--- src/sv/tdat_pkg.sv ---
package tdat_pkg;

  // table size at which the block is normally built
  localparam int DEF_SLOTS = 16;

  // most moves one tick reports
  localparam int MOVE_MAX = 16;

  // request codes
  typedef enum logic [2:0] {
    REQ_ADD        = 3'd0,
    REQ_UPDATE     = 3'd1,
    REQ_DELETE     = 3'd2,
    REQ_GET        = 3'd3,
    REQ_SET_ACTIVE = 3'd4,
    REQ_TICK       = 3'd5
  } req_t;

  // stored entry commands
  localparam logic [1:0] CMD_OPEN    = 2'd1;
  localparam logic [1:0] CMD_SUNSET  = 2'd2;
  localparam logic [1:0] CMD_SUNRISE = 2'd3;

  // kind of result the datapath puts on the result ports
  typedef enum logic [2:0] {
    EM_NONE,
    EM_EDIT,
    EM_ADD,
    EM_GET,
    EM_FLUSH
  } emit_t;

  // controller to datapath commands
  typedef struct packed {
    logic  load;
    logic  idx_inc;
    logic  add_commit;
    logic  edit_commit;
    logic  tick_issue;
    logic  tick_eval;
    emit_t emit;
  } ctl_cmd_t;

  // datapath to controller status
  typedef struct packed {
    logic slot_free;
    logic idx_last;
    logic hit;
    logic hit_full;
  } dp_stat_t;

endpackage

--- src/sv/time_of_day_action_table.sv ---
// Schedule table of up to SLOTS shutter actions. A request is taken when start is high
// and busy is low; its results come out on the result ports, each for a single cycle
// marked by result_strobe, and the last one carries last. The receiver cannot hold
// results off. Update, delete, set_active and unknown requests go from acceptance
// through the edit state to the result register, get adds one registered table read,
// add walks the used flags one slot per cycle to find the lowest free slot, and a tick
// reads the table one slot per cycle through its single read port and judges each
// entry in the cycle after its read; a tick that reaches 16 moves ends early. busy
// drops with the last result, so the next request may be accepted while that result
// is on the ports.
module time_of_day_action_table #(
  parameter int SLOTS = tdat_pkg::DEF_SLOTS
) (
  input  logic       clk,
  input  logic       rst,
  input  logic       start,
  output logic       busy,
  input  logic [2:0] req_type,
  input  logic [3:0] slot,
  input  logic [7:0] roller,
  input  logic [4:0] hour,
  input  logic [5:0] minute,
  input  logic [1:0] command,
  input  logic       active,
  input  logic [4:0] sunrise_hour,
  input  logic [5:0] sunrise_minute,
  input  logic [4:0] sunset_hour,
  input  logic [5:0] sunset_minute,
  input  logic       sun_valid,
  output logic       result_strobe,
  output logic       ok,
  output logic [3:0] slot_out,
  output logic [7:0] roller_out,
  output logic [4:0] hour_out,
  output logic [5:0] minute_out,
  output logic [1:0] command_out,
  output logic       active_out,
  output logic [4:0] used_count,
  output logic       move_valid,
  output logic       move_up,
  output logic       last
);
  import tdat_pkg::*;

  ctl_cmd_t cmd;
  dp_stat_t stat;

  // sequencer
  tdat_ctrl u_ctrl (
    .clk      (clk),
    .rst      (rst),
    .start    (start),
    .req_type (req_type),
    .stat     (stat),
    .cmd      (cmd),
    .busy     (busy)
  );

  // table, scan and result registers
  tdat_dp #(
    .SLOTS (SLOTS)
  ) u_dp (
    .clk            (clk),
    .rst            (rst),
    .cmd            (cmd),
    .stat           (stat),
    .req_type       (req_type),
    .slot           (slot),
    .roller         (roller),
    .hour           (hour),
    .minute         (minute),
    .command        (command),
    .active         (active),
    .sunrise_hour   (sunrise_hour),
    .sunrise_minute (sunrise_minute),
    .sunset_hour    (sunset_hour),
    .sunset_minute  (sunset_minute),
    .sun_valid      (sun_valid),
    .result_strobe  (result_strobe),
    .ok             (ok),
    .slot_out       (slot_out),
    .roller_out     (roller_out),
    .hour_out       (hour_out),
    .minute_out     (minute_out),
    .command_out    (command_out),
    .active_out     (active_out),
    .used_count     (used_count),
    .move_valid     (move_valid),
    .move_up        (move_up),
    .last           (last)
  );

  // an accepted request always keeps the block busy in the next cycle
  a_accept_busy: assert property (@(posedge clk) disable iff (rst)
    start && !busy |=> busy)
    else $error("request accepted but block not busy");

  // a result only follows a cycle in which a request was in progress
  a_strobe_busy: assert property (@(posedge clk) disable iff (rst)
    result_strobe |-> $past(busy))
    else $error("result transfer without a request in progress");

  // a result that is not the last one leaves the request still in progress
  a_not_last_busy: assert property (@(posedge clk) disable iff (rst)
    result_strobe && !last |-> busy)
    else $error("non-final result after the request ended");

  // moves come only from ticks and always succeed
  a_move_ok: assert property (@(posedge clk) disable iff (rst)
    result_strobe && move_valid |-> ok && (used_count != 5'd0))
    else $error("move reported without success or without used slots");

endmodule

--- src/sv/tdat_ctrl.sv ---
module tdat_ctrl (
  input  logic               clk,
  input  logic               rst,
  input  logic               start,
  input  logic [2:0]         req_type,
  input  tdat_pkg::dp_stat_t stat,
  output tdat_pkg::ctl_cmd_t cmd,
  output logic               busy
);
  import tdat_pkg::*;

  typedef enum logic [2:0] {
    S_IDLE,
    S_EDIT,
    S_GET,
    S_GET_OUT,
    S_ADD,
    S_TICK,
    S_TICK_END,
    S_FLUSH
  } state_t;

  state_t state, state_next;

  // next state and command decode
  always_comb begin
    state_next = state;
    cmd = '0;
    cmd.emit = EM_NONE;
    unique case (state)
      S_IDLE: begin
        if (start) begin
          cmd.load = 1'b1;
          unique case (req_type)
            REQ_ADD:  state_next = S_ADD;
            REQ_GET:  state_next = S_GET;
            REQ_TICK: state_next = S_TICK;
            default:  state_next = S_EDIT;
          endcase
        end
      end
      S_EDIT: begin
        cmd.edit_commit = 1'b1;
        cmd.emit = EM_EDIT;
        state_next = S_IDLE;
      end
      S_GET: begin
        state_next = S_GET_OUT;
      end
      S_GET_OUT: begin
        cmd.emit = EM_GET;
        state_next = S_IDLE;
      end
      S_ADD: begin
        if (stat.slot_free) begin
          cmd.add_commit = 1'b1;
          cmd.emit = EM_ADD;
          state_next = S_IDLE;
        end else if (stat.idx_last) begin
          cmd.emit = EM_ADD;
          state_next = S_IDLE;
        end else begin
          cmd.idx_inc = 1'b1;
        end
      end
      S_TICK: begin
        cmd.tick_issue = 1'b1;
        cmd.idx_inc = 1'b1;
        cmd.tick_eval = 1'b1;
        if (stat.hit_full) begin
          state_next = S_FLUSH;
        end else if (stat.idx_last) begin
          state_next = S_TICK_END;
        end
      end
      S_TICK_END: begin
        cmd.tick_eval = 1'b1;
        state_next = S_FLUSH;
      end
      S_FLUSH: begin
        cmd.emit = EM_FLUSH;
        state_next = S_IDLE;
      end
      default: begin
        state_next = S_IDLE;
      end
    endcase
  end

  // state and busy flag
  always_ff @(posedge clk) begin
    if (rst) begin
      state <= S_IDLE;
      busy <= 1'b0;
    end else begin
      state <= state_next;
      busy <= (state_next != S_IDLE);
    end
  end

endmodule

--- src/sv/tdat_dp.sv ---
module tdat_dp #(
  parameter int SLOTS = tdat_pkg::DEF_SLOTS
) (
  input  logic               clk,
  input  logic               rst,
  input  tdat_pkg::ctl_cmd_t cmd,
  output tdat_pkg::dp_stat_t stat,
  input  logic [2:0]         req_type,
  input  logic [3:0]         slot,
  input  logic [7:0]         roller,
  input  logic [4:0]         hour,
  input  logic [5:0]         minute,
  input  logic [1:0]         command,
  input  logic               active,
  input  logic [4:0]         sunrise_hour,
  input  logic [5:0]         sunrise_minute,
  input  logic [4:0]         sunset_hour,
  input  logic [5:0]         sunset_minute,
  input  logic               sun_valid,
  output logic               result_strobe,
  output logic               ok,
  output logic [3:0]         slot_out,
  output logic [7:0]         roller_out,
  output logic [4:0]         hour_out,
  output logic [5:0]         minute_out,
  output logic [1:0]         command_out,
  output logic               active_out,
  output logic [4:0]         used_count,
  output logic               move_valid,
  output logic               move_up,
  output logic               last
);
  import tdat_pkg::*;

  localparam int AW = (SLOTS > 1) ? $clog2(SLOTS) : 1;
  localparam int CW = $clog2(SLOTS + 1);
  localparam logic [AW-1:0] IDX_LAST = AW'(SLOTS - 1);
  localparam logic [4:0] MOVES_FULL = 5'(MOVE_MAX - 1);

  typedef struct packed {
    logic [7:0] roller;
    logic [4:0] hour;
    logic [5:0] minute;
    logic [1:0] command;
  } entry_t;

  typedef struct packed {
    logic       ok;
    logic [3:0] slot;
    logic [7:0] roller;
    logic [4:0] hour;
    logic [5:0] minute;
    logic [1:0] command;
    logic       active;
    logic       move_valid;
    logic       move_up;
    logic       last;
  } res_t;

  // latched request
  logic [2:0] r_type;
  logic [3:0] r_slot;
  logic [7:0] r_roller;
  logic [4:0] r_hour;
  logic [5:0] r_minute;
  logic [1:0] r_cmd;
  logic       r_act;
  logic [4:0] r_rise_h;
  logic [5:0] r_rise_m;
  logic [4:0] r_set_h;
  logic [5:0] r_set_m;
  logic       r_sun;

  // table storage
  entry_t           ent_mem [SLOTS];
  logic             en_mem  [SLOTS];
  entry_t           ent_q;
  logic             en_q;
  logic [SLOTS-1:0] used;
  logic [CW-1:0]    count, count_next;

  logic [AW-1:0] idx, slot_addr, rd_addr;
  logic          in_range, slot_used_s, slot_free;
  logic          upd_we, del_we, act_we, edit_ok;

  // tick scan stage
  logic          stage_v, stage_used;
  logic [AW-1:0] stage_idx;
  logic [4:0]    eff_h;
  logic [5:0]    eff_m;
  logic          eff_up, hit;
  logic [4:0]    moves;
  logic          pend_valid, pend_up;
  logic [3:0]    pend_slot;
  logic [7:0]    pend_roller;

  res_t res_next;
  logic res_fire;

  // request capture
  always_ff @(posedge clk) begin
    if (cmd.load) begin
      r_type   <= req_type;
      r_slot   <= slot;
      r_roller <= roller;
      r_hour   <= hour;
      r_minute <= minute;
      r_cmd    <= command;
      r_act    <= active;
      r_rise_h <= sunrise_hour;
      r_rise_m <= sunrise_minute;
      r_set_h  <= sunset_hour;
      r_set_m  <= sunset_minute;
      r_sun    <= sun_valid;
    end
  end

  // slot checks
  assign in_range    = {28'b0, r_slot} < 32'(SLOTS);
  assign slot_addr   = AW'(r_slot);
  assign slot_used_s = in_range && used[slot_addr];
  assign slot_free   = !used[idx];

  // edit decode
  assign upd_we = cmd.edit_commit && (r_type == REQ_UPDATE) && slot_used_s;
  assign del_we = cmd.edit_commit && (r_type == REQ_DELETE) && in_range;
  assign act_we = cmd.edit_commit && (r_type == REQ_SET_ACTIVE) && slot_used_s;

  always_comb begin
    unique case (r_type)
      REQ_UPDATE:     edit_ok = slot_used_s;
      REQ_DELETE:     edit_ok = in_range;
      REQ_SET_ACTIVE: edit_ok = slot_used_s;
      default:        edit_ok = 1'b0;
    endcase
  end

  // entry contents memory
  always_ff @(posedge clk) begin
    if (cmd.add_commit) begin
      ent_mem[idx] <= '{roller: r_roller, hour: r_hour, minute: r_minute, command: r_cmd};
    end else if (upd_we) begin
      ent_mem[slot_addr] <= '{roller: r_roller, hour: r_hour, minute: r_minute,
                              command: r_cmd};
    end
  end

  // enable flag memory
  always_ff @(posedge clk) begin
    if (cmd.add_commit) begin
      en_mem[idx] <= 1'b1;
    end else if (act_we) begin
      en_mem[slot_addr] <= r_act;
    end
  end

  // registered read, scan index while ticking, named slot otherwise
  assign rd_addr = cmd.tick_issue ? idx : slot_addr;

  always_ff @(posedge clk) begin
    ent_q <= ent_mem[rd_addr];
    en_q  <= en_mem[rd_addr];
  end

  // used flags and count
  always_comb begin
    count_next = count;
    if (cmd.add_commit) begin
      count_next = count + CW'(1);
    end else if (del_we && used[slot_addr]) begin
      count_next = count - CW'(1);
    end
  end

  always_ff @(posedge clk) begin
    if (rst) begin
      used  <= '0;
      count <= '0;
    end else begin
      if (cmd.add_commit) begin
        used[idx] <= 1'b1;
      end
      if (del_we) begin
        used[slot_addr] <= 1'b0;
      end
      count <= count_next;
    end
  end

  // scan index
  always_ff @(posedge clk) begin
    if (cmd.load) begin
      idx <= '0;
    end else if (cmd.idx_inc) begin
      idx <= idx + AW'(1);
    end
  end

  // read stage alongside the table data
  always_ff @(posedge clk) begin
    if (rst) begin
      stage_v <= 1'b0;
    end else begin
      stage_v <= cmd.tick_issue;
    end
    stage_idx  <= idx;
    stage_used <= used[idx];
  end

  // effective time and direction of the entry in the read stage
  always_comb begin
    eff_h  = ent_q.hour;
    eff_m  = ent_q.minute;
    eff_up = (ent_q.command == CMD_OPEN);
    if (ent_q.command == CMD_SUNSET) begin
      if (r_sun) begin
        eff_h = r_set_h;
        eff_m = r_set_m;
      end
      eff_up = 1'b0;
    end else if (ent_q.command == CMD_SUNRISE) begin
      if (r_sun) begin
        eff_h = r_rise_h;
        eff_m = r_rise_m;
      end
      eff_up = 1'b1;
    end
  end

  assign hit = stage_v && stage_used && en_q && (eff_h == r_hour) && (eff_m == r_minute);

  // status to the controller
  assign stat.slot_free = slot_free;
  assign stat.idx_last  = (idx == IDX_LAST);
  assign stat.hit       = hit;
  assign stat.hit_full  = hit && (moves == MOVES_FULL);

  // move count and the pending move, held until it is known whether it is last
  always_ff @(posedge clk) begin
    if (rst) begin
      pend_valid <= 1'b0;
      moves <= '0;
    end else if (cmd.load) begin
      pend_valid <= 1'b0;
      moves <= '0;
    end else if (cmd.tick_eval && hit) begin
      pend_valid <= 1'b1;
      moves <= moves + 5'd1;
    end
    if (cmd.tick_eval && hit) begin
      pend_slot   <= 4'(stage_idx);
      pend_roller <= ent_q.roller;
      pend_up     <= eff_up;
    end
  end

  // result select
  always_comb begin
    res_next = '0;
    res_fire = 1'b0;
    if (cmd.tick_eval && hit && pend_valid) begin
      res_fire            = 1'b1;
      res_next.ok         = 1'b1;
      res_next.slot       = pend_slot;
      res_next.roller     = pend_roller;
      res_next.move_valid = 1'b1;
      res_next.move_up    = pend_up;
    end
    unique case (cmd.emit)
      EM_EDIT: begin
        res_fire      = 1'b1;
        res_next.ok   = edit_ok;
        res_next.last = 1'b1;
      end
      EM_ADD: begin
        res_fire      = 1'b1;
        res_next.ok   = slot_free;
        res_next.slot = slot_free ? 4'(idx) : 4'd0;
        res_next.last = 1'b1;
      end
      EM_GET: begin
        res_fire      = 1'b1;
        res_next.last = 1'b1;
        if (slot_used_s) begin
          res_next.ok      = 1'b1;
          res_next.slot    = r_slot;
          res_next.roller  = ent_q.roller;
          res_next.hour    = ent_q.hour;
          res_next.minute  = ent_q.minute;
          res_next.command = ent_q.command;
          res_next.active  = en_q;
        end
      end
      EM_FLUSH: begin
        res_fire      = 1'b1;
        res_next.ok   = 1'b1;
        res_next.last = 1'b1;
        if (pend_valid) begin
          res_next.slot       = pend_slot;
          res_next.roller     = pend_roller;
          res_next.move_valid = 1'b1;
          res_next.move_up    = pend_up;
        end
      end
      default: begin
      end
    endcase
  end

  // result registers
  always_ff @(posedge clk) begin
    if (rst) begin
      result_strobe <= 1'b0;
    end else begin
      result_strobe <= res_fire;
    end
    ok          <= res_next.ok;
    slot_out    <= res_next.slot;
    roller_out  <= res_next.roller;
    hour_out    <= res_next.hour;
    minute_out  <= res_next.minute;
    command_out <= res_next.command;
    active_out  <= res_next.active;
    move_valid  <= res_next.move_valid;
    move_up     <= res_next.move_up;
    last        <= res_next.last;
    used_count  <= (32'(count_next) > 32'd31) ? 5'd31 : 5'(count_next);
  end

endmodule

--- config.mk ---
export PLATFORM = sky130hd
export DESIGN_NAME = time_of_day_action_table
export DESIGN_NICKNAME = d
export VERILOG_FILES = /design/src/sv/tdat_pkg.sv /design/src/sv/time_of_day_action_table.sv /design/src/sv/tdat_ctrl.sv /design/src/sv/tdat_dp.sv
export SDC_FILE = /design/constraint.sdc
export NUM_CORES = 1
export LEC_CHECK = 0
export ABC_CLOCK_PERIOD_IN_PS = 9300
export BUFFER_PORTS_ARGS = -buffer_cell sky130_fd_sc_hd__buf_2
export CORE_MARGIN = 3
export CORE_UTILIZATION = 35
export DETAILED_ROUTE_END_ITERATION = 8
export SYNTH_ARGS = -nofsm -noshare
export SYNTH_HDL_FRONTEND = slang
export SYNTH_SLANG_ARGS = --single-unit
--- constraint.sdc ---
create_clock -name clk -period 9.3 [get_ports clk]
set_input_delay 0.465 -clock clk [delete_from_list [all_inputs] [get_ports clk]]
set_output_delay 0.465 -clock clk [all_outputs]
set_load 0.01 [all_outputs]
==> metrics.md <==
| Metric | Value |
|---|---|
| Total Wirelength | `45800 um` |
| Min cycle time layout | `4.52 ns` |
| Post-synthesis net count | `1386` |
| CTS clock-pin slew for the worst setup and hold paths | `0.06 ns` |
| Number of antenna violations at the first check in global routing | `0` |
| ANT cells | `0` |
| Max-cap violations | `0` |
| Largest net degree at the start of global routing | `125` |
| Worst r2r dst | `u_dp.ent_mem[10][17]$_DFFE_PP_` |
| Asr flop ratio synth | `0` |
| FF-to-FF setup slack | `4.78 ns` |
| Worst-Skew Late Latency | `0.60 ns` |
| CP Buf/Inv Count | `0` |
| Sw frac | `0.221` |
| Sequential share of power | `0.528` |
| Crit path cell chain | `mux4_2, mux2i_1, mux2i_4, nor2_4, a31oi_1, o22ai_2` |
| Via count | `11500` |
| Share of post-route cells with drive strength above 1 | `0.164` |
| Top cells by instance count after synthesis | `edfxtp_1 (417), mux2i_1 (354), dfxtp_1 (99)` |
| Core Box Area | `59200 um2` |
| Setup TNS | `0 ns` |
| Vias in the first global route | `11300` |
| Post-synth top area cell | `edfxtp_1` |
| Synth top area share | `0.596` |
| RR Startpoint | `u_dp.idx[1]$_SDFFE_PP0P_` |
| Die Wd | `251 um` |
| Clock group share of total power | `0.414` |
| Int Pwr | `3.85 mW` |
| Placement Cell Area | `22500 um2` |
| Main flop type after synthesis | `edfxtp_1` |
| WS Path Type | `flip-flop to flip-flop` |
| Cell row count | `89` |
| Crit path DAT | `4.72 ns` |
| CP max stage delay | `1.06 ns` |
| Final Skew | `0.0189 ns` |
| Final Setup Violations | `0` |
| Post-CTS setup repair buffer count | `0` |
| Startpoint of the most critical hold path | `sunrise_minute[1]` |
| Hold Vio Cnt, Final | `0` |
| Slowest CP cell | `o22ai_2` |
| Top-count cell post-synth | `edfxtp_1` |
| P_sw | `1.09 mW` |
| Crit path max-delay family | `compound AO/OA/AOI/OAI gates` |
| Ys Warns | `0` |
| Startpoint Class | `flip-flop` |
| Register bit total from synthesis | `516` |
| Sequential cell area | `14500 um2` |
| P_leak | `8.93 nW` |
| Unrepaired setup endpoints after global routing | `no` |
| Relative slew slack | `0.196` |
| CTS HTree Levels | `2` |
| Via density | `5.12` |
| First-pass GRT wire length | `69400 um` |
| Seq/Total Area, Yosys | `0.690` |
| Area growth syn-to-layout | `15.3%` |
| GR Util All Layers | `0.144` |
| Full die area | `63000 um2` |
| Combinational Power Share | `0.059` |
| Pwr/cell area | `204 nW/um2` |
| Final #Nets | `1492` |
| Final HPWL DP | `28700 um` |
| CP max FO | `33` |
| I/O pin cnt | `92` |
| Clock root buffer | `clkbuf_16` |
| DRT iter0 DRCs | `872` |
| Residual DRC | `0` |
| Port Buf Inserts | `91` |
| Peak VDD IR | `0.116 mV` |
| Wire per inst | `20.4 um` |
| Gate Count Post-Synth | `1323` |
| Min-Delay Path Depth | `1` |
| Worst min-delay path endpoint | `u_dp.r_rise_m[1]$_DFFE_PP_` |
| Fillers | `5365` |
| Status | `completed` |
| Final antenna-violating net count | `0` |
| Ranking of synthesized cells by area | `edfxtp_1 (60%), mux2i_1 (17%), dfxtp_1 (9.4%), buf_2 (0.71%), xnor2_1 (0.67%)` |
| Finished layout cell area | `24200 um2` |
| DRT Pass-1 Iters | `6` |
| GRT overflow | `0` |
| CTS tree | `yes` |
| R2R depth | `6` |
| Starting density of the core | `0.355` |
| Final Slew Violations | `0` |
| Fmax | `0.221 GHz` |
| Die outline height | `251 um` |
| Multi-input logic area | `6300 um2` |
| Crit path from | `u_dp.idx[1]$_SDFFE_PP0P_` |
| Netlist cell types | `76` |
| Crit end category | `flip-flop` |
| Clock Sinks | `516` |
| Tcrit/Tclk final | `0.486` |
| Placer Congestion | `0.829` |
| Least-Margin Pin Slew | `1.21 ns` |
| CTS resizes | `0` |
| Worst hold path type | `primary input to flip-flop` |
| Cell area after synthesis | `21000 um2` |
| Number of synthesized flops with an enable pin | `417` |
| Cts bufs inserted | `52` |
| Mapped Avg Cell Area | `15.9 um2` |
| Clock Tree Buf Depth | `3` |
| Critical Path RT | `9.50 ns` |
[worst max path at each step]
stage / to / cells after the start
finish: u_dp.ent_mem[10][17]$_DFFE_PP_ / 6
global route: u_dp.ent_mem[10][17]$_DFFE_PP_ / 6
CTS: u_dp.ent_mem[10][18]$_DFFE_PP_ / 6
detailed placement: u_dp.ent_mem[10][9]$_DFFE_PP_ / 6
global placement: u_dp.ent_mem[10][11]$_DFFE_PP_ / 6
floorplan: u_dp.ent_mem[14][0]$_DFFE_PP_ / 8
[routing by layer]
metal	global-route usage	up-vias	routed length, um
li1	-	5352	-
met1	0.209	5769	21800
met2	0.221	300	20400
met3	0.0285	76	2510
met4	0.0393	0	1070
met5	0	-	0
[power groups by stage]
stage	sequential, mW	combinational (mW)	clock [mW]
finish	2.60	0.290	2.04
floorplan	2.62	0.212	0
detailed placement	2.65	0.291	0
CTS	2.60	0.294	2.10
global route	2.61	0.313	2.20
global placement	2.65	0.287	0
[cells in the final DEF (no fill, tap or decap), drive strengths merged, types with 14 or more instances in the layout]
cell type    n
a211oi      16
a21oi       22
a31oi       23
and2        17
and3        17
buf        115
clkbuf      78
dfxtp       99
edfxtp     417
inv         18
mux2i      355
nand2       36
nand2b      17
nand3       16
nor2        28
o21ai       14
o22ai       19
xnor2       16
[final cells by class]
class / instances / area share
Sequential cell: 516 / 0.598
Multi-Input combinational cell: 722 / 0.260
Clock buffer: 78 / 0.0619
Tap cell: 773 / 0.0399
Timing Repair Buffer: 122 / 0.0296
Clock inverter: 20 / 0.00800
Inverter: 15 / 0.00232
[metrics by stage]
stage	total power, mW	instances	hold WS [ns]	worst slack (ns)	utilization
6_report	4.94	2246	0.0389	4.78	0.409
5_1_grt	5.12	2246	0.00639	4.47	0.409
4_1_cts	5.00	2246	0.000431	4.72	0.409
3_5_place_dp	2.94	2141	0.394	4.77	0.379
3_3_place_gp	2.94	2141	0.389	4.86	0.379
2_1_floorplan	2.83	1323	0.368	5.35	-
[flip-flops by register name, summed over array words and instances, names as in the netlist, 6 cells and up]
signal            flops
u_dp.roller_out       8
u_dp.ent_mem        336
u_dp.r_set_m          6
u_dp.r_rise_m         6
u_dp.minute_out       6
u_dp.en_mem          16
u_dp.pend_roller      8
u_dp.used            16
u_dp.ent_q           21
u_dp.r_minute         6
u_dp.r_roller         8
[cells by family (layout without fill, tap and decap cells)]
group | count (synthesis) | after routing | share of synthesized area
AOI/OAI and AO/OA | 143 | 143 | 0.0478
xor gates and xnor gates | 23 | 23 | 0.00958
adders and majority gates | 8 | 8 | 0.00476
buffers and inverters | 85 | 235 | 0.0193
DFF | 516 | 516 | 0.690
muxes | 367 | 367 | 0.179
and+or+nand+nor | 181 | 181 | 0.0492
[worst reg2reg max path: stages (launching register included)]
cell and delay [ns]:
dfxtp_1 0.88, mux4_2 0.62, mux2i_1 0.24, mux2i_4 0.19
nor2_4 0.68, a31oi_1 0.45, o22ai_2 1.06
[repair_timing]
| item | 4_1_cts | 5_1_grt |
|---|---|---|
| hold buffers | 7 | 0 |
| endpoints found under the setup margin | 0 | 0 |
| endpoints found under the hold margin | 7 | 0 |
No activity file was read; power rests on OpenSTA's default activity.
